===== src/hw/rtl/dpc_isqrt.sv =====
// pipelined integer floor square root, one result bit per stage
// W-bit unsigned argument, W/2-bit root, sideband carried alongside
// no package dependency
`timescale 1ns / 1ps

module dpc_isqrt #(
  parameter int W      = 36,
  parameter int SIDE_W = 1
) (
  input  logic              clk,
  input  logic              rst_n,
  input  logic              en,
  input  logic              in_vld,
  input  logic [W-1:0]      in_val,
  input  logic [SIDE_W-1:0] in_side,
  output logic              out_vld,
  output logic [W/2-1:0]    out_root,
  output logic [SIDE_W-1:0] out_side
);

  localparam int N = W / 2;

  logic [N:0]        vld_r;
  logic [W-1:0]      rem_r [N+1];
  logic [W-1:0]      res_r [N+1];
  logic [SIDE_W-1:0] side_r [N+1];

  // valid chain
  always_ff @(posedge clk) begin
    if (!rst_n) begin
      vld_r <= '0;
    end else if (en) begin
      vld_r <= {vld_r[N-1:0], in_vld};
    end
  end

  // capture argument
  always_ff @(posedge clk) begin
    if (en) begin
      rem_r[0]  <= in_val;
      res_r[0]  <= '0;
      side_r[0] <= in_side;
    end
  end

  // one trial subtract per stage, from the top power of four down
  for (genvar g = 0; g < N; g++) begin : g_bit
    localparam logic [W:0] BIT = (W+1)'(1) << (W - 2 - 2*g);
    logic [W:0] trial;

    assign trial = {1'b0, res_r[g]} + BIT;

    always_ff @(posedge clk) begin
      if (en) begin
        if ({1'b0, rem_r[g]} >= trial) begin
          rem_r[g+1] <= W'({1'b0, rem_r[g]} - trial);
          res_r[g+1] <= W'(({1'b0, res_r[g]} >> 1) + BIT);
        end else begin
          rem_r[g+1] <= rem_r[g];
          res_r[g+1] <= res_r[g] >> 1;
        end
        side_r[g+1] <= side_r[g];
      end
    end
  end

  assign out_vld  = vld_r[N];
  assign out_root = res_r[N][N-1:0];
  assign out_side = side_r[N];

endmodule


===== config.mk =====
export PLATFORM = sky130hd
export DESIGN_NAME = dpc_isqrt
export DESIGN_NICKNAME = d
export VERILOG_FILES = /design/src/hw/rtl/dpc_isqrt.sv
export SDC_FILE = /design/constraint.sdc
export NUM_CORES = 1
export LEC_CHECK = 0
export BUFFER_PORTS_ARGS = -buffer_cell sky130_fd_sc_hd__buf_4
export CAP_MARGIN = 20
export CORE_ASPECT_RATIO = 1.4
export CORE_MARGIN = 2
export CORE_UTILIZATION = 57
export DETAILED_ROUTE_END_ITERATION = 10
export PLACE_DENSITY = 0.74
export SKIP_LAST_GASP = 1
export SLEW_MARGIN = 30
export SYNTH_ARGS = -nofsm -noshare
export SYNTH_HDL_FRONTEND = slang
export SYNTH_SLANG_ARGS = --single-unit

===== constraint.sdc =====
create_clock -name clk -period 2.77 [get_ports clk]
set_input_delay 0.1385 -clock clk [delete_from_list [all_inputs] [get_ports clk]]
set_output_delay 0.1385 -clock clk [all_outputs]
set_load 0.02 [all_outputs]

# [Yosys cells after proc, flatten, opt, wreduce, memory -nomap -nowiden]
# Memories as Yosys holds them, arrays and structs flattened.
# Index checks and enable logic that the tools add are counted.
[word_totals] n_memories=3 ramBits=1387 output_inout_bits=20 ff_bits=19
[classes] mux=146 n_lt_le_gt_ge=18 addsub=54 bitwise_logic=36
[mem_list] memory="rem_r" words=19 word_bits=36 rd=18 rd_ports_with_merged_regs=0 wr=19 line_no="24" rtl="logic [W-1:0] rem_r [N+1];"
[mem_list] memory="res_r" words=19 word_bits=36 rd=19 rd_ports_with_merged_regs=0 wr=19 line_no="25" rtl="logic [W-1:0] res_r [N+1];"
[mem_list] memory="side_r" words=19 word_bits=1 rd=19 rd_ports_with_merged_regs=0 wr=19 line_no="26" rtl="logic [SIDE_W-1:0] side_r [N+1];"
[op_table] operator="$mux W36" count=36
[op_table] operator="$ge A36 B37 Y1" count=18
[op_table] operator="$sub A36 B36 Y36" count=18
[op_table] operator="$mux W1" count=110
[op_table] operator="$add A36 B1 Y37 const B" count=1
[op_table] operator="$add A36 B11 Y37 const B" count=1
[op_table] operator="$add A36 B13 Y37 const B" count=1
[op_table] operator="$add A36 B15 Y37 const B" count=1
[op_table] operator="$add A36 B17 Y37 const B" count=1
[op_table] operator="$add A36 B19 Y37 const B" count=1
[op_table] operator="$add A36 B21 Y37 const B" count=1
[op_table] operator="$add A36 B23 Y37 const B" count=1
[op_table] operator="$add A36 B25 Y37 const B" count=1
[op_table] operator="$add A36 B27 Y37 const B" count=1
[op_table] operator="$add A36 B29 Y37 const B" count=1
[op_table] operator="$add A36 B3 Y37 const B" count=1
[op_table] operator="$add A36 B31 Y37 const B" count=1
[op_table] operator="$add A36 B33 Y37 const B" count=1
[op_table] operator="$add A36 B35 Y37 const B" count=1
[op_table] operator="$add A36 B5 Y37 const B" count=1
[op_table] operator="$add A36 B7 Y37 const B" count=1
[op_table] operator="$add A36 B9 Y37 const B" count=1
[op_table] operator="$add A35 B1 Y36 const B" count=1
[op_table] operator="$add A35 B11 Y36 const B" count=1
[op_table] operator="17 further kinds" count=52

# [Logic depth before layout (Yosys ltp)]
[depth] word_depth=6 mapped_depth=12

# [Worst setup path before layout]
# No wires, ideal clock.
[synth_timing] path_type="reg-to-reg" start="memory rem_r[10][24]" end="memory rem_r[11][30] (data pin)" arrival_ps=2618 stages_incl_launch_ff=10 required_time_ps=2510 slack_ps=-107 n_path_buf=1 path_cell_list="edfxtp_1 -> ha_1 -> a21oi_1 -> nand2_1 -> a2111oi_0 -> nor3_1 -> or4_4 -> buf_6 -> and4bb_4 -> xor2_1"
[synth_rtl] item="from (decl)" line_no="24"

==> results_dict.tcl <==
set metrics [dict create \
    dr.pass1.iters 5 \
    cp_data_arrival_time_ns 3.39 \
    insertion_delay_ns 0.67 \
    tritoncts "done" \
    dieArea_mm2 0.0709 \
    ys_ff_latch 857 \
    post-route-drc-count 0 \
    cp_max_fo 5 \
    met3WireLength_um 2980 \
    holdCritPathClass "input pin to register" \
    internal-power_w 0.0256 \
    antenna_found_initial 0 \
    min_period_ns 2.99 \
    p_total_w 0.0350 \
    path_clk_slew_ns 0.07 \
    power_density_mw_per_mm2 698 \
    io_pins 61 \
    period_share 1.08 \
    clockBufferDepth 3 \
    synthArstFlopShare 0 \
    peakVddDrop_uv 913 \
    yosys_warnings 0 \
    ant_nets 0 \
    avgViaCountPerCell 5.72 \
    synth_edf_count 838 \
    grt_setup_unrepaired "true" \
    syn_to_final_growth_pct 27.9 \
    synthFlopType "edfxtp_1" \
    syn_nets 3183 \
    place_area_mm2 0.0438 \
    cts_made_buffers 81 \
    crit_type "register to register" \
    clock_power_share 0.319 \
    syn_inst 2956 \
    drive_above_1_share 0.281 \
    synth_area_per_cell_um2 13.3 \
    slew_headroom 0.407 \
    route.met2.wl_um 55100 \
    core_area_mm2 0.0680 \
    status "finished with violations" \
    synthMostInstantiatedCell "edfxtp_1" \
    netlist_area_mm2 0.0392 \
    first_global_vias 27900 \
    place_ws_ns -0.584 \
    slowest_stage "or4_4" \
    maxCapViolations 0 \
    place.gp.congestion 1.01 \
    cts-root-buf "clkbuf_16" \
    synth_top_area_share 0.642 \
    wl_met1_um 27700 \
    synth_top_area_cell "edfxtp_1" \
    layout.nets 3851 \
    slew_violations 0 \
    required_ns 3.17 \
    grt_first_pass_wirelength_um 141000 \
    path_delay_family "simple AND/OR/NAND/NOR gates" \
    fmax_mhz 334 \
    highest_layer "met4" \
    violations "setup timing" \
    synth_cell_types 75 \
    placementRows 113 \
    p_switching_w 0.00940 \
    finalCoreUtilization 0.737 \
    hold_violations 0 \
    routedWlPerCell_um 20.9 \
    start_util 0.576 \
    setup_violations 86 \
    die_h_um 314 \
    synthTopCellsByCount "edfxtp_1, inv_1, nand2_1, ha_1, o21ai_0" \
    vias 26400 \
    startpoint_type "register" \
    die_w_um 226 \
    htreeDepth 3 \
    combPwrFrac 0.199 \
    p_leak_nw 19.3 \
    worst_setup_path_end_kind "register" \
    io_buffers 60 \
    finalSetupTns_ns -7.74 \
    wl_um 96400 \
    layout_setup_ws_ns -0.222 \
    antenna_cells 0 \
    tightest_slew_ns 0.890 \
    final_cell_area_mm2 0.0501 \
    clkSinkCount 857 \
    seq_power_share 0.482 \
    drt_iter0_drc 1536 \
    overflow 0 \
    track_usage 0.263 \
    synthTopCellsByArea "edfxtp_1, ha_1, xnor2_1" \
    grt_max_degree 148 \
    crit_path_cell_trace "ha_4 -> nand3_4 -> or4_4 -> or4_4 -> nand4b_1 -> nor2_4 -> buf_12 -> buf_8 -> buf_8 -> xnor2_2" \
    cp_slowest_stage_delay_ns 0.57 \
    dp_hpwl_um 63900 \
    crit_buf_inv 3 \
    finClkSkew_ns 0.0385 \
    p_sw_frac 0.269 \
    ys_seq_area_frac 0.652 \
]
==> repair_timing <==
item | 4_1_cts | 5_1_grt
cloned | 7 | 5
hold buffers | 41 | 0
setup endpoints to repair | 223 | 224
pin swaps | 67 | 103
endpoints found under the hold margin | 61 | 0
buffers inserted | 44 | 84
gates resized for setup | 209 | 269
==> flip-flops by register name (all words and copies together), names as in the netlist <==
register,cells
rem_r,648
res_r,171
side_r,19
vld_r,19
==> area by class of cell <==
class	count	area (um2)
multi-input cells	1807	14600
flip-flops and latches	857	25500
fillers	4094	17900
inverters	236	888
well taps	920	1150
repair buffers	641	5270
clock inverters	47	519
clock buffers	103	2140
==> power groups by stage <==
stage / Sequential, W / Clock (W) / Combinational, W
2_1_floorplan: 0.0168 / 0 / 0.00354
3_3_place_gp: 0.0169 / 0 / 0.00548
3_5_place_dp: 0.0170 / 0 / 0.00572
4_1_cts: 0.0168 / 0.0113 / 0.00624
5_1_grt: 0.0170 / 0.0118 / 0.00755
6_report: 0.0169 / 0.0112 / 0.00697
==> metrics by stage <==
step	hold WS [ns]	std cells
floorplan	0.237	2956
global placement	0.318	4288
detailed placement	0.318	4288
CTS	0.160	4527
global route	0.187	4611
finish	0.191	4611
==> layout by cell type, fill, tap and decap left out, types with 58 or more instances in the layout <==
| cell type | Yosys | routed |
|---|---|---|
| nand2_1 | 219 | 194 |
| a21oi_1 | 104 | 83 |
| buf_4 | 0 | 542 |
| edfxtp_1 | 838 | 838 |
| ha_1 | 186 | 139 |
| inv_1 | 236 | 215 |
| xor2_1 | 110 | 110 |
| nor4_1 | 80 | 58 |
| o21ai_0 | 185 | 147 |
| xnor2_1 | 147 | 145 |
| nor2_1 | 128 | 110 |
| clkbuf_16 | 0 | 83 |
==> logic make-up after synthesis <==
family / share of synthesized area
buffers and inverters: 0.0287
adder cells (fa/ha/maj): 0.0594
AO/OA/AOI/OAI: 0.0795
AND/OR/NAND/NOR: 0.112
flip-flops: 0.652
multiplexers: 0.0119
XOR/XNOR: 0.0574
==> final timing paths <==
| path | startpoint | endpoint | slack, ns | cells after the start |
|---|---|---|---|---|
| max | rem_r[7][26]$_DFFE_PP_ | rem_r[8][20]$_DFFE_PP_ | -0.22 | 10 |
| min | in_val[0] | rem_r[0][0]$_DFFE_PP_ | 0.19 | 2 |
| max reg2reg | rem_r[7][26]$_DFFE_PP_ | rem_r[8][20]$_DFFE_PP_ | -0.22 | 10 |
| min reg2reg | side_r[3]$_DFFE_PP_ | side_r[4]$_DFFE_PP_ | 0.42 | 0 |
==> routing by layer <==
metal / up-vias / GRT usage
li1: 12300 / -
met1: 12900 / 0.201
met2: 768 / 0.535
met3: 386 / 0.0364
met4: 0 / 0.249
met5: - / 0
No activity file was read; power rests on OpenSTA's default activity.
